File: src/bvll_fd_pkg.sv
package bvll_fd_pkg;

   localparam int unsigned BYTE_W = 8;
   localparam int unsigned LEN_W  = 16;
   localparam int unsigned ADDR_W = 48;
   localparam int unsigned CSR_IDX_W = 2;

   // Header layout
   localparam logic [LEN_W-1:0] POS_TYPE     = 16'd0;
   localparam logic [LEN_W-1:0] POS_FUNCTION = 16'd1;
   localparam logic [LEN_W-1:0] POS_LEN_HI   = 16'd2;
   localparam logic [LEN_W-1:0] POS_LEN_LO   = 16'd3;
   localparam logic [LEN_W-1:0] HDR_LEN      = 16'd4;
   localparam logic [LEN_W-1:0] FWD_HDR_LEN  = 16'd10;
   localparam logic [LEN_W-1:0] POS_MAX      = 16'hFFFF;

   // Register indexes
   typedef enum logic [CSR_IDX_W-1:0] {
      CSR_BVLL_TYPE = 2'd0,
      CSR_FORWARDED = 2'd1,
      CSR_UNICAST   = 2'd2,
      CSR_BROADCAST = 2'd3
   } csr_index_type;

   localparam logic [BYTE_W-1:0] RST_BVLL_TYPE = 8'd129;
   localparam logic [BYTE_W-1:0] RST_FORWARDED = 8'd4;
   localparam logic [BYTE_W-1:0] RST_UNICAST   = 8'd10;
   localparam logic [BYTE_W-1:0] RST_BROADCAST = 8'd11;

endpackage

File: src/bvll_fd_if.sv
interface bvll_fd_req_if;
   logic                              valid;
   logic                              ready;
   logic [bvll_fd_pkg::BYTE_W-1:0]    rx_byte;
   logic [bvll_fd_pkg::LEN_W-1:0]     datagram_len;
   logic [bvll_fd_pkg::ADDR_W-1:0]    endpoint_source;
   logic                              last_rx_byte;

   modport source (output valid, rx_byte, datagram_len, endpoint_source, last_rx_byte,
                   input ready);
   modport sink (input valid, rx_byte, datagram_len, endpoint_source, last_rx_byte,
                 output ready);
endinterface

interface bvll_fd_rsp_if;
   logic                              valid;
   logic                              ready;
   logic [bvll_fd_pkg::BYTE_W-1:0]    payload_byte;
   logic                              byte_present;
   logic                              frame_end;
   logic                              was_forwarded;
   logic [bvll_fd_pkg::ADDR_W-1:0]    source_address;
   logic [bvll_fd_pkg::LEN_W-1:0]     payload_length;

   modport source (output valid, payload_byte, byte_present, frame_end, was_forwarded,
                   source_address, payload_length,
                   input ready);
   modport sink (input valid, payload_byte, byte_present, frame_end, was_forwarded,
                 source_address, payload_length,
                 output ready);
endinterface

File: src/bvll_frame_deframer_top.sv
// BVLL receive deframer. Takes one datagram byte per item, checks the 4-byte
// header (type code, function code, 16-bit length equal to datagram_len) and
// passes payload bytes upward with the source address: the endpoint source for
// original unicast/broadcast frames, the 6-byte header address for forwarded
// frames (at least 10 bytes). Bad, short or unknown frames are dropped without
// a result; an empty payload gives one end-of-frame item with byte_present 0.
// The header checks and the position counter sit between the frame state
// registers and a single output register; a new byte is taken whenever that
// output register is empty or being drained. The user must set codes through
// csr_* only while idle; the block itself does not enforce this.
module bvll_frame_deframer_top (
   input  logic                                 clock,
   input  logic                                 reset,
   bvll_fd_req_if.sink                          req_ch,
   bvll_fd_rsp_if.source                        rsp_ch,
   input  logic                                 csr_we,
   input  logic [bvll_fd_pkg::CSR_IDX_W-1:0]    csr_index,
   input  logic [bvll_fd_pkg::BYTE_W-1:0]       csr_wdata
);

   logic [bvll_fd_pkg::BYTE_W-1:0] type_code_ff;
   logic [bvll_fd_pkg::BYTE_W-1:0] fwd_code_ff;
   logic [bvll_fd_pkg::BYTE_W-1:0] uni_code_ff;
   logic [bvll_fd_pkg::BYTE_W-1:0] bc_code_ff;

   logic [bvll_fd_pkg::LEN_W-1:0]  pos_ff, pos_in;
   logic [bvll_fd_pkg::BYTE_W-1:0] func_ff, func_in;
   logic [bvll_fd_pkg::BYTE_W-1:0] len_hi_ff, len_hi_in;
   logic                           drop_ff, drop_in;
   logic                           fwd_ff, fwd_in;
   logic [bvll_fd_pkg::ADDR_W-1:0] hsrc_ff, hsrc_in;

   logic                           out_valid_ff;
   logic [bvll_fd_pkg::BYTE_W-1:0] out_byte_ff, out_byte_in;
   logic                           out_present_ff;
   logic                           out_end_ff, out_end_in;
   logic                           out_fwd_ff;
   logic [bvll_fd_pkg::ADDR_W-1:0] out_src_ff, out_src_in;
   logic [bvll_fd_pkg::LEN_W-1:0]  out_len_ff, out_len_in;

   logic                           accept;
   logic                           emit;
   logic                           present;
   logic [bvll_fd_pkg::LEN_W-1:0]  hdr_len;
   logic [bvll_fd_pkg::BYTE_W-1:0] b;
   logic [bvll_fd_pkg::LEN_W-1:0]  dlen;

   assign req_ch.ready = !out_valid_ff || rsp_ch.ready;
   assign accept       = req_ch.valid && req_ch.ready;
   assign b            = req_ch.rx_byte;
   assign dlen         = req_ch.datagram_len;
   assign hdr_len      = {len_hi_ff, b};

   always_comb begin
      pos_in    = pos_ff;
      func_in   = func_ff;
      len_hi_in = len_hi_ff;
      drop_in   = drop_ff;
      fwd_in    = fwd_ff;
      hsrc_in   = hsrc_ff;
      emit      = 1'b0;
      present   = 1'b0;

      if (!drop_ff) begin
         if (pos_ff == bvll_fd_pkg::POS_TYPE) begin
            if (b != type_code_ff) drop_in = 1'b1;
         end else if (pos_ff == bvll_fd_pkg::POS_FUNCTION) begin
            func_in = b;
         end else if (pos_ff == bvll_fd_pkg::POS_LEN_HI) begin
            len_hi_in = b;
         end else if (pos_ff == bvll_fd_pkg::POS_LEN_LO) begin
            if (hdr_len != dlen || dlen < bvll_fd_pkg::HDR_LEN) begin
               drop_in = 1'b1;
            end else if (func_ff == fwd_code_ff) begin
               // forwarded wins over a colliding original code
               if (hdr_len < bvll_fd_pkg::FWD_HDR_LEN) drop_in = 1'b1;
               else fwd_in = 1'b1;
            end else if (func_ff == uni_code_ff || func_ff == bc_code_ff) begin
               if (hdr_len == bvll_fd_pkg::HDR_LEN) emit = 1'b1;
            end else begin
               drop_in = 1'b1;
            end
         end else if (fwd_ff && pos_ff < bvll_fd_pkg::FWD_HDR_LEN) begin
            hsrc_in = {hsrc_ff[bvll_fd_pkg::ADDR_W-bvll_fd_pkg::BYTE_W-1:0], b};
            if (pos_ff == bvll_fd_pkg::FWD_HDR_LEN - 16'd1 &&
                dlen == bvll_fd_pkg::FWD_HDR_LEN) emit = 1'b1;
         end else if (pos_ff < dlen) begin
            emit    = 1'b1;
            present = 1'b1;
         end else begin
            drop_in = 1'b1;  // excess bytes beyond datagram_len
         end
      end

      out_end_in  = req_ch.last_rx_byte || !present ||
                    ({1'b0, pos_ff} + 17'd1 == {1'b0, dlen});
      out_byte_in = present ? b : '0;
      out_src_in  = fwd_ff ? hsrc_in : req_ch.endpoint_source;
      out_len_in  = dlen - (fwd_ff ? bvll_fd_pkg::FWD_HDR_LEN : bvll_fd_pkg::HDR_LEN);

      if (emit && out_end_in) drop_in = 1'b1;

      if (req_ch.last_rx_byte) begin
         pos_in  = '0;
         drop_in = 1'b0;
         fwd_in  = 1'b0;
      end else if (pos_ff != bvll_fd_pkg::POS_MAX) begin
         pos_in = pos_ff + 16'd1;
      end
   end

   always_ff @(posedge clock) begin
      if (reset) begin
         type_code_ff <= bvll_fd_pkg::RST_BVLL_TYPE;
         fwd_code_ff  <= bvll_fd_pkg::RST_FORWARDED;
         uni_code_ff  <= bvll_fd_pkg::RST_UNICAST;
         bc_code_ff   <= bvll_fd_pkg::RST_BROADCAST;
      end else if (csr_we) begin
         case (csr_index)
            bvll_fd_pkg::CSR_BVLL_TYPE: type_code_ff <= csr_wdata;
            bvll_fd_pkg::CSR_FORWARDED: fwd_code_ff  <= csr_wdata;
            bvll_fd_pkg::CSR_UNICAST:   uni_code_ff  <= csr_wdata;
            bvll_fd_pkg::CSR_BROADCAST: bc_code_ff   <= csr_wdata;
            default: ;
         endcase
      end
   end

   always_ff @(posedge clock) begin
      if (reset) begin
         pos_ff    <= '0;
         func_ff   <= '0;
         len_hi_ff <= '0;
         drop_ff   <= 1'b0;
         fwd_ff    <= 1'b0;
         hsrc_ff   <= '0;
      end else if (accept) begin
         pos_ff    <= pos_in;
         func_ff   <= func_in;
         len_hi_ff <= len_hi_in;
         drop_ff   <= drop_in;
         fwd_ff    <= fwd_in;
         hsrc_ff   <= hsrc_in;
      end
   end

   always_ff @(posedge clock) begin
      if (reset) begin
         out_valid_ff <= 1'b0;
      end else if (req_ch.ready) begin
         out_valid_ff <= accept && emit;
      end
   end

   always_ff @(posedge clock) begin
      if (accept && emit) begin
         out_byte_ff    <= out_byte_in;
         out_present_ff <= present;
         out_end_ff     <= out_end_in;
         out_fwd_ff     <= fwd_ff;
         out_src_ff     <= out_src_in;
         out_len_ff     <= out_len_in;
      end
   end

   assign rsp_ch.valid          = out_valid_ff;
   assign rsp_ch.payload_byte   = out_byte_ff;
   assign rsp_ch.byte_present   = out_present_ff;
   assign rsp_ch.frame_end      = out_end_ff;
   assign rsp_ch.was_forwarded  = out_fwd_ff;
   assign rsp_ch.source_address = out_src_ff;
   assign rsp_ch.payload_length = out_len_ff;

endmodule

File: src/flat_wrapper.sv
// flat-port wrapper written by rule: the top's interface ports become plain ports
module bvll_frame_deframer_top_flat 
  (clock, reset, csr_we, csr_index, csr_wdata, req_ch_valid, req_ch_rx_byte, req_ch_datagram_len, req_ch_endpoint_source, req_ch_last_rx_byte, req_ch_ready, rsp_ch_valid, rsp_ch_payload_byte, rsp_ch_byte_present, rsp_ch_frame_end, rsp_ch_was_forwarded, rsp_ch_source_address, rsp_ch_payload_length, rsp_ch_ready);
  bvll_fd_req_if req_ch_i ();
  bvll_fd_rsp_if rsp_ch_i ();
  input  logic clock;
  input  logic reset;
  input  logic csr_we;
  input  logic [bvll_fd_pkg::CSR_IDX_W-1:0] csr_index;
  input  logic [bvll_fd_pkg::BYTE_W-1:0] csr_wdata;
  input wire logic [$bits(req_ch_i.valid)-1:0] req_ch_valid;
  input wire logic [$bits(req_ch_i.rx_byte)-1:0] req_ch_rx_byte;
  input wire logic [$bits(req_ch_i.datagram_len)-1:0] req_ch_datagram_len;
  input wire logic [$bits(req_ch_i.endpoint_source)-1:0] req_ch_endpoint_source;
  input wire logic [$bits(req_ch_i.last_rx_byte)-1:0] req_ch_last_rx_byte;
  output wire logic [$bits(req_ch_i.ready)-1:0] req_ch_ready;
  output wire logic [$bits(rsp_ch_i.valid)-1:0] rsp_ch_valid;
  output wire logic [$bits(rsp_ch_i.payload_byte)-1:0] rsp_ch_payload_byte;
  output wire logic [$bits(rsp_ch_i.byte_present)-1:0] rsp_ch_byte_present;
  output wire logic [$bits(rsp_ch_i.frame_end)-1:0] rsp_ch_frame_end;
  output wire logic [$bits(rsp_ch_i.was_forwarded)-1:0] rsp_ch_was_forwarded;
  output wire logic [$bits(rsp_ch_i.source_address)-1:0] rsp_ch_source_address;
  output wire logic [$bits(rsp_ch_i.payload_length)-1:0] rsp_ch_payload_length;
  input wire logic [$bits(rsp_ch_i.ready)-1:0] rsp_ch_ready;
  assign req_ch_i.valid = req_ch_valid;
  assign req_ch_i.rx_byte = req_ch_rx_byte;
  assign req_ch_i.datagram_len = req_ch_datagram_len;
  assign req_ch_i.endpoint_source = req_ch_endpoint_source;
  assign req_ch_i.last_rx_byte = req_ch_last_rx_byte;
  assign req_ch_ready = req_ch_i.ready;
  assign rsp_ch_valid = rsp_ch_i.valid;
  assign rsp_ch_payload_byte = rsp_ch_i.payload_byte;
  assign rsp_ch_byte_present = rsp_ch_i.byte_present;
  assign rsp_ch_frame_end = rsp_ch_i.frame_end;
  assign rsp_ch_was_forwarded = rsp_ch_i.was_forwarded;
  assign rsp_ch_source_address = rsp_ch_i.source_address;
  assign rsp_ch_payload_length = rsp_ch_i.payload_length;
  assign rsp_ch_i.ready = rsp_ch_ready;
  bvll_frame_deframer_top u_core (.clock(clock), .reset(reset), .req_ch(req_ch_i), .rsp_ch(rsp_ch_i), .csr_we(csr_we), .csr_index(csr_index), .csr_wdata(csr_wdata));
endmodule
File: config.mk
export PLATFORM = sky130hd
export DESIGN_NAME = bvll_frame_deframer_top_flat
export DESIGN_NICKNAME = d
export VERILOG_FILES = /design/src/bvll_fd_pkg.sv /design/src/bvll_fd_if.sv /design/src/bvll_frame_deframer_top.sv /design/src/flat_wrapper.sv
export SDC_FILE = /design/constraint.sdc
export NUM_CORES = 1
export LEC_CHECK = 0
export ABC_AREA = 1
export BUFFER_PORTS_ARGS = -buffer_cell sky130_fd_sc_hd__clkbuf_2
export CORE_MARGIN = 8
export CORE_UTILIZATION = 30
export CTS_CLUSTER_SIZE = 40
export DETAILED_ROUTE_END_ITERATION = 8
export GPL_ROUTABILITY_DRIVEN = 0
export SYNTH_ARGS = -nofsm -noshare
export SYNTH_HDL_FRONTEND = slang
export SYNTH_SLANG_ARGS = --single-unit
File: constraint.sdc
create_clock -name clock -period 3.5 [get_ports clock]
set_clock_uncertainty 0.05 [all_clocks]
set_input_delay 0 -clock clock [delete_from_list [all_inputs] [get_ports clock]]
set_output_delay 0 -clock clock [all_outputs]
set_load 0.02 [all_outputs]
[After elaboration in Yosys (flattened, before gate mapping)]
Cells that the tools add are included.
Operators by class
  $add $sub $neg: 3
  multiply operators: 0
  divide/modulo/power cells: 0
  magnitude comparators: 4
  equality and inequality tests: 22
  shifts and indexed selects: 0
  multiplexer cells: 51
  bitwise logic cells: 3
  reduce and logical (&&, ||, !) cells: 25
Operator list (number)
  $mux 48: 7
  $mux 1: 41
  $eq 16x2->1 const B: 2
  $eq 16x4->1 const B: 2
  $lt 16x4->1 const B: 2
  $mux 16: 2
  $eq 8x8->1: 3
  $add 16x1->17 const B: 1
  $eq 17x16->1: 1
  $add 16x1->16 const B: 1
  $eq 16x1->1 const B: 1
  $eq 16x3->1 const B: 1
  $logic_not 16->1: 1
  $lt 16x16->1: 1
  $lt 16x3->1 const B: 1
  $ne 16x16->1: 1
  $ne 16x16->1 const B: 1
  $sub 16x16->16: 1
  $ne 2x2->1 const B: 6
  $reduce_and 2->1: 5
  $reduce_and 9->1: 1
  $ne 8x8->1: 1
  $reduce_bool 2->1: 3
  $logic_and 1x1->1: 5
  9 further kinds: 17
Storage, ports and cells
  register bits: 190
  latch bits: 0
  bits in writable memories: 0
  memory bits (read-only): 0
  input bits: 88
  output and inout bits: 77
  logic and storage cells: 125
  memories kept: 0

[Depth between registers and ports, before layout]
Gate-level depths: netlist (run 1).
  depth after elaboration: 14
  depth in mapped cells: 19
  gate-level depth less buffers: 19

[Worst setup path before layout (run 1)]
No wires, ideal clock.
  path kind: register to register
  start point: register u_core.pos_ff[7] (netlist bit)
  end point: register u_core.out_present_ff (netlist: u_core.rsp_ch.byte_present), enable pin
  setup time: 429 ps
  arrival time: 2970 ps
  data required time: 3021 ps
  path slack: 51 ps
  stages on the path, launching flop included: 12
  path buffers: 0
  period minus slack after synthesis: 3449 ps
  cells stage by stage: dfxtp_1 ha_1 a21o_1 nor2_1 nand2_1 nand2_1 nand2_1 nand2_1 nand3_1 a21oi_2 nand2_1 inv_1
On the way
  cells in the longest elaborated chain, start to end: 10
  elaborated cells on any way between the ends: 18
  classes of those cells: order compare (2); eq/ne (4); mux (8); reduce/logical (4)
Ends and longest elaborated chain
  start: declaration: RTL line bvll_frame_deframer_top.sv:26  | logic [bvll_fd_pkg::LEN_W-1:0] pos_ff, pos_in;
  start signal: assignment: RTL line bvll_frame_deframer_top.sv:138  | pos_ff <= pos_in;
  branches (longest 7 deep; another with $lt 16x16->1)
  $mux 1 (*): RTL line bvll_frame_deframer_top.sv:65  | if (pos_ff == bvll_fd_pkg::POS_TYPE) begin
  $mux 1 (*): RTL line bvll_frame_deframer_top.sv:64  | if (!drop_ff) begin
  $logic_and 1x1->1 (*): RTL line bvll_frame_deframer_top.sv:156  | if (accept && emit) begin
  end signal: assignment: RTL line bvll_frame_deframer_top.sv:158  | out_present_ff <= present;
  end: declaration: RTL line bvll_frame_deframer_top.sv:35  | logic out_present_ff;
Every way passes the cells marked *.
A chain may end at the register's enable or synchronous reset.

[Final worst setup path (run 1)]
  start point: register u_core.fwd_ff
  end point: register u_core.out_len_ff (netlist bit u_core.rsp_ch.payload_length[13]) (data pin)
On the way
  cells in the longest elaborated chain, start to end: 2
Ends and longest elaborated chain
  start: declaration: RTL line bvll_frame_deframer_top.sv:30  | logic fwd_ff, fwd_in;
  start signal: assignment: RTL line bvll_frame_deframer_top.sv:142  | fwd_ff <= fwd_in;
  $mux 4: RTL line bvll_frame_deframer_top.sv:99  | out_len_in = dlen - (fwd_ff ? bvll_fd_pkg::FWD_HDR_LEN : bvll_fd_pkg::HDR_LEN);
  $sub 16x16->16: RTL line bvll_frame_deframer_top.sv:99
  named net u_core.out_len_in (one bit): RTL line bvll_frame_deframer_top.sv:39  | logic [bvll_fd_pkg::LEN_W-1:0] out_len_ff, out_len_in;
  end signal: assignment: RTL line bvll_frame_deframer_top.sv:162  | out_len_ff <= out_len_in;
  end: declaration: RTL line bvll_frame_deframer_top.sv:39
The timed path passes the listed nets, and every way through them passes these cells.

==> results of run 1 <==
## critical path: cells and delay by family, from the launching register on
| family | cells | cell delay (ns) |
|---|---|---|
| flops | 1 | 0.58 |
| simple gates | 4 | 0.60 |
| xor+xnor | 1 | 0.12 |
| buf+inv | 2 | 0.64 |
| fa+ha+maj | 2 | 0.66 |
| compound gates | 1 | 0.24 |
## worst max-delay path by stage
stage,from,to,slack (ns),depth (start not counted)
5_1_grt,u_core.fwd_ff,u_core.rsp_ch.payload_length[13],0.19,10
4_1_cts,u_core.fwd_ff,u_core.rsp_ch.payload_length[13],0.42,10
3_5_place_dp,u_core.fwd_ff,u_core.rsp_ch.payload_length[15],0.79,10
6_report,u_core.fwd_ff,u_core.rsp_ch.payload_length[13],0.36,10
2_1_floorplan,u_core.pos_ff[7],u_core.rsp_ch.byte_present,0.05,11
3_3_place_gp,u_core.pos_ff[3],u_core.rsp_ch.source_address[9],0.86,13
## state kept, by name (all words and copies together), names as in the netlist
signal                        count
u_core.len_hi_ff                  8
u_core.pos_ff                    16
u_core.func_ff                    8
u_core.bc_code_ff                 8
u_core.rsp_ch.source_address     48
u_core.rsp_ch.valid               1
u_core.uni_code_ff                8
u_core.hsrc_ff                   48
u_core.rsp_ch.was_forwarded       1
u_core.rsp_ch.payload_length     16
u_core.fwd_ff                     1
u_core.rsp_ch.frame_end           1
u_core.drop_ff                    1
u_core.type_code_ff               8
u_core.rsp_ch.byte_present        1
u_core.fwd_code_ff                8
u_core.rsp_ch.payload_byte        8
## metrics by stage
| step | instances | hold WS [ns] | setup WS, ns | utilization, % |
|---|---|---|---|---|
| after floorplan | 1212 | 0.04887 | 0.05116 | - |
| after global placement | 1778 | 0.2256 | 0.8563 | 34.15 |
| after detailed placement | 1778 | 0.2208 | 0.7860 | 34.15 |
| after CTS | 1889 | 0.01242 | 0.4204 | 38.59 |
| after global routing | 1889 | 0.02708 | 0.1858 | 38.59 |
| final | 1889 | 0.02151 | 0.3644 | 38.59 |
## power by group
part / switching [mW] / internal, mW / total (mW)
logic: 0.380 / 0.239 / 0.620
clock network: 1.09 / 1.03 / 2.11
registers: 0.0602 / 2.40 / 2.46
total: 1.53 / 3.66 / 5.19
## cell type report
type                       instances  area, sq um  area share [%]
sequential                       190         4554           36.27
multi-input combinational        869         4710           37.51
timing repair buffer             249         1682           13.39
tap                              442        553.0           4.404
inverter                         107        402.9           3.208
clock inverter                    15        230.2           1.833
clock buffer                      17        425.4           3.388
## cells in the final DEF, fill, tap and decap left out, types with 17 or more instances in the layout
master and n:
nand2_1 274, clkbuf_2 164, o21ai_0 122, dfxtp_1 115
a21oi_1 103, nor2_1 95, inv_1 91, dlygate4sd3_1 79
edfxtp_1 75, nand3_1 61, mux2i_1 48, o21ai_1 23
ha_1 23, xnor2_1 18, nand4_1 17, xor2_1 17
clkbuf_16 17
## logic make-up after synthesis
family,Yosys count
buffers and inverters,153
xor gates and xnor gates,36
AOI/OAI and AO/OA,263
and+or+nand+nor,498
adders and majority gates,24
muxes,48
DFF,190
## metal layers
metal / up-vias / GRT usage [%] / routed length (microns)
li1: 4528 / - / -
met1: 4187 / 19.91 / 13920
met2: 292 / 24.73 / 13870
met3: 51 / 3.192 / 2004
met4: 0 / 6.084 / 867
met5: - / 0 / 0
==> qor.yml, run 1 <==
die_h_microns: 197.8
syn_nets: 1324
startpoint_type: "flip-flop"
overflow: 0
fin_setup_tns_ns: 0
synthCells: 1212
cts_buffer_depth: 2
clock_latency_ns: 0.44
worst_pin_slew_ns: 0.9106
via_per_inst: 4.795
cts_inserted_buffers: 17
crit_slowest_cell: "dfxtp_1"
wire_per_inst_microns: 16.23
timing.final.hold_violations: 0
required_ns: 3.64
drive_gt1_share_pct: 17.62
synth-seq-area-share_pct: 45.92
clk_pin_slew_ns: 0.09
vias: 9058
cts_setup_buffers: 0
yosys_warnings: 0
status: "finished clean"
dpl.hpwl_microns: 22590
finalMaxSlewViolations: 0
synthArstFlopShare_pct: 0
synth_most_common_cell: "nand2_1"
post_dp_cell_area_sq_um: 11110
yosysTopAreaCellShare_pct: 23.21
reg2regPathDepth: 10
num_rows: 66
holdPathEnd: "u_core.func_ff[1]"
worstReg2RegEnd: "u_core.rsp_ch.payload_length[13]"
grt_pass1_wl_microns: 47850
endpoint_kind: "flip-flop"
clock.fmax_mhz: 318.9
min_delay_path_depth: 3
netlist_top_cells_area: "dfxtp_1, edfxtp_1, nand2_1, o21ai_0, a21oi_1"
power_mw: 5.193
ios: 165
areaGrowthSynthToFinish_pct: 26.62
finalNetCount: 1546
yosys_most_used_dff: "dfxtp_1"
setup_viol: 0
syn_area_sq_um: 9917
cts_resized: 0
hold_path_class: "input port to flip-flop"
syn_avg_cell_area_sq_um: 8.182
dieArea_sq_um: 39130
fillCellCount: 3361
post-route-period-util_pct: 89.59
first_pass_iters: 7
cts_tree: "built"
ys_ff_latch: 190
start_util_pct: 30.48
slew-limit-headroom_pct: 39.30
synth-simple-area-share_pct: 22.51
vdd_drop_max_v: 0.0003042
yosysTopAreaCell: "dfxtp_1"
drt_first_iter_violations: 624
reg2reg_slack_ns: 0.36
antenna_cells: 0
worstHoldStart: "req_ch_rx_byte[1]"
synth_compound_area_share_pct: 13.71
htree_levels: 4
yosys.cell_types.count: 45
yosys.area_share.adder_pct: 3.104
fin_crit_ns: 3.136
path_cells: "ha_1, inv_1, fa_1, a21oi_1, nand3_1, nor2_1, nand2_1, nor3_1, xor2_1, dlygate4sd3_1"
drc_errors: 0
synth_top_family_by_area: "simple AND/OR/NAND/NOR gates"
cts-root-buf: "clkbuf_16"
grt_max_degree: 98
antenna_found_initial: 0
rsz0062_at_grt: "no"
fp.coreArea_sq_um: 32540
grt_pass1_vias: 8939
p_leak_nw: 5.654
clkSinkCount: 190
critPathMaxStageDelay_ns: 0.58
cp.arrival_ns: 3.28
io_buffers: 164
synth_enable_flop_cells: 75
r2r-start: "u_core.fwd_ff"
p_per_area_nw_per_um2: 413.6
cp_max_fo: 7
synth_commonest_cells: "nand2_1, o21ai_0, dfxtp_1"
postRouteAntennaNets: 0
grt_use_total_pct: 15.36
cap_violations: 0
routed_wl_microns: 30660
synth_xor_area_share_pct: 3.318
synthMuxAreaShare_pct: 4.845
postCtsHoldBufs: 79
final_area_sq_um: 12560
die_w_microns: 197.8
criticalPathCategory: "flip-flop to flip-flop"
No activity file was read; power rests on OpenSTA's default activity.
==> run 2, diff against run 1 <==
--- a/config.mk
+++ b/config.mk
@@ -7,7 +7,7 @@
 export LEC_CHECK = 0
 export ABC_AREA = 1
 export BUFFER_PORTS_ARGS = -buffer_cell sky130_fd_sc_hd__clkbuf_2
-export CORE_MARGIN = 8
+export CORE_MARGIN = 2
 export CORE_UTILIZATION = 30
 export CTS_CLUSTER_SIZE = 40
 export DETAILED_ROUTE_END_ITERATION = 8
==> run 2 against run 1 <==
Against the previous run:
- power is 2.3% lower
- first-iteration DRC count is 8.8% higher
- critical path type unchanged
- via count is 0.34% higher
- die area is 12% lower
- cell count is 0.32% higher
- register-to-register slack better by 0.08 ns
- flip-flop and latch count stayed put
- sequential share of layout area hardly changed
- combinational power is 0.8% higher
==> qor.yml, run 2 (synthesis results as in run 1) <==
final_cell_mix: "nand2_1, clkbuf_2, o21ai_0"  # unchanged
overflow: 0  # unchanged
grt_pass1_vias: 8602  # was 8,939
cts_inserted_buffers: 17  # unchanged
die_w_microns: 185.8  # was 197.8 microns
start_util_pct: 30.48  # unchanged
hold_ws_ns: 0.04042  # was 0.02151 ns
setup_viol: 0  # unchanged
finalNetCount: 1552  # was 1,546
finalMaxSlewViolations: 0  # unchanged
htree_levels: 4  # unchanged
timing.final.hold_violations: 0  # unchanged
cts_setup_buffers: 0  # unchanged
slew-limit-headroom_pct: 36.00  # was 39.30%
worst_pin_slew_ns: 0.9586  # was 0.9106 ns
p_per_area_nw_per_um2: 403.8  # was 413.6 nW/um^2
routed_wl_microns: 29790  # was 30,660 microns
fin_setup_tns_ns: 0  # unchanged
cts-root-buf: "clkbuf_16"  # unchanged
wire_per_inst_microns: 15.72  # was 16.23 microns
cts_resized: 0  # unchanged
final_common_cell: "nand2_1"  # unchanged
grt_pass1_wl_microns: 45810  # was 47,850 microns
fin_crit_ns: 3.054  # was 3.136 ns
postRouteAntennaNets: 0  # unchanged
fp.coreArea_sq_um: 32540  # unchanged
grt_max_degree: 99  # was 98
clkSinkCount: 190  # unchanged
hold_path_class: "input port to flip-flop"  # unchanged
areaGrowthSynthToFinish_pct: 26.71  # was 26.62%
dieArea_sq_um: 34530  # was 39,130 sq um
antenna_cells: 0  # unchanged
final_area_sq_um: 12570  # was 12,560 sq um
cap_violations: 0  # unchanged
antenna_found_initial: 0  # unchanged
vias: 9089  # was 9,058
dpl.hpwl_microns: 21870  # was 22,590 microns
num_rows: 66  # unchanged
via_per_inst: 4.796  # was 4.795
startpoint_type: "flip-flop"  # unchanged
cp_max_fo: 7  # unchanged
rsz0062_at_grt: "no"  # unchanged
clk_pin_slew_ns: 0.07  # was 0.09 ns
drt_first_iter_violations: 679  # was 624
cp.arrival_ns: 3.20  # was 3.28 ns
status: "finished clean"  # unchanged
clock_latency_ns: 0.45  # was 0.44 ns
drive_gt1_share_pct: 17.83  # was 17.62%
cts_buffer_depth: 2  # unchanged
p_leak_nw: 5.672  # was 5.654 nW
required_ns: 3.65  # was 3.64 ns
ios: 165  # unchanged
postCtsHoldBufs: 81  # was 79
endpoint_kind: "flip-flop"  # unchanged
die_h_microns: 185.8  # was 197.8 microns
seqCellArea_sq_um: 4554  # unchanged
first_pass_iters: 5  # was 7
vdd_drop_max_v: 0.0003343  # was 0.0003042 V
multi_input_area_sq_um: 4710  # unchanged
drc_errors: 0  # unchanged
post-route-period-util_pct: 87.26  # was 89.59%
clock.fmax_mhz: 327.4  # was 318.9 MHz
io_buffers: 164  # unchanged
cts_tree: "built"  # unchanged
criticalPathCategory: "flip-flop to flip-flop"  # unchanged
grt_use_total_pct: 17.24  # was 15.36%
fillCellCount: 3343  # was 3,361
post_dp_cell_area_sq_um: 11150  # was 11,110 sq um
-- run 2: changes by cell type in the layout (fill, tap and decap cells not counted), sizes merged --
cell | previous run | this run
clkinvlp | 0 | 1
clkbuf | 181 | 184
dlygate4sd3 | 79 | 81
buf | 6 | 10
inv | 114 | 110
-- run 2: worst max-delay path: stages, from the launching register on --
cell and delay, ns:
dfxtp_1 0.58, ha_1 0.25, inv_1 0.06, fa_1 0.39, a21oi_1 0.27, nand3_1 0.17, nor2_1 0.11, nand2_1 0.08
nor3_1 0.18, dlygate4sd3_1 0.60, xor2_1 0.07
-- run 2: worst paths after layout --
path / startpoint / endpoint / slack (ns) / cells past startpoint
hold / removal: req_ch_rx_byte[2] / u_core.hsrc_ff[2] / 0.04 / 3
setup reg to reg: u_core.fwd_ff / u_core.rsp_ch.payload_length[13] / 0.45 / 10
setup / recovery: u_core.fwd_ff / u_core.rsp_ch.payload_length[13] / 0.45 / 10
hold reg to reg: u_core.fwd_code_ff[5] / u_core.fwd_code_ff[5] / 0.42 / 2
-- run 2: per-stage QoR --
stage               utilization (%)  total power [mW]  setup WS, ns  std cells
floorplan                         -             2.831       0.05116       1212
global placement              34.28             3.055        0.8249       1782
detailed placement            34.28             3.063        0.7143       1782
CTS                           38.62             5.121        0.5044       1895
global route                  38.62             5.286        0.2354       1895
finish                        38.62             5.074        0.4458       1895
-- run 2: final cells by class --
| class | instances | share of cell area (%) |
|---|---|---|
| well taps | 442 | 4.401 |
| clock buffers | 20 | 3.893 |
| inverters | 107 | 3.206 |
| flip-flops and latches | 190 | 36.24 |
| repair buffers | 255 | 13.88 |
| clock inverters | 12 | 0.8961 |
| multi-input cells | 869 | 37.48 |
-- run 2: power breakdown --
group	internal, mW	total [mW]	switching [mW]	leakage, nW
Sequential	2.40	2.46	0.0603	1.62
Combinational	0.245	0.625	0.380	3.76
Clock	1.04	1.99	0.947	0.296
-- run 2: layer usage --
| layer | global-route usage, % | vias to the layer above | routed length, microns |
|---|---|---|---|
| met5 | 0 | - | 0 |
| met4 | 5.606 | 0 | 664 |
| met3 | 3.463 | 48 | 1568 |
| met2 | 28.55 | 314 | 13660 |
| met1 | 22.47 | 4195 | 13900 |
| li1 | - | 4532 | - |
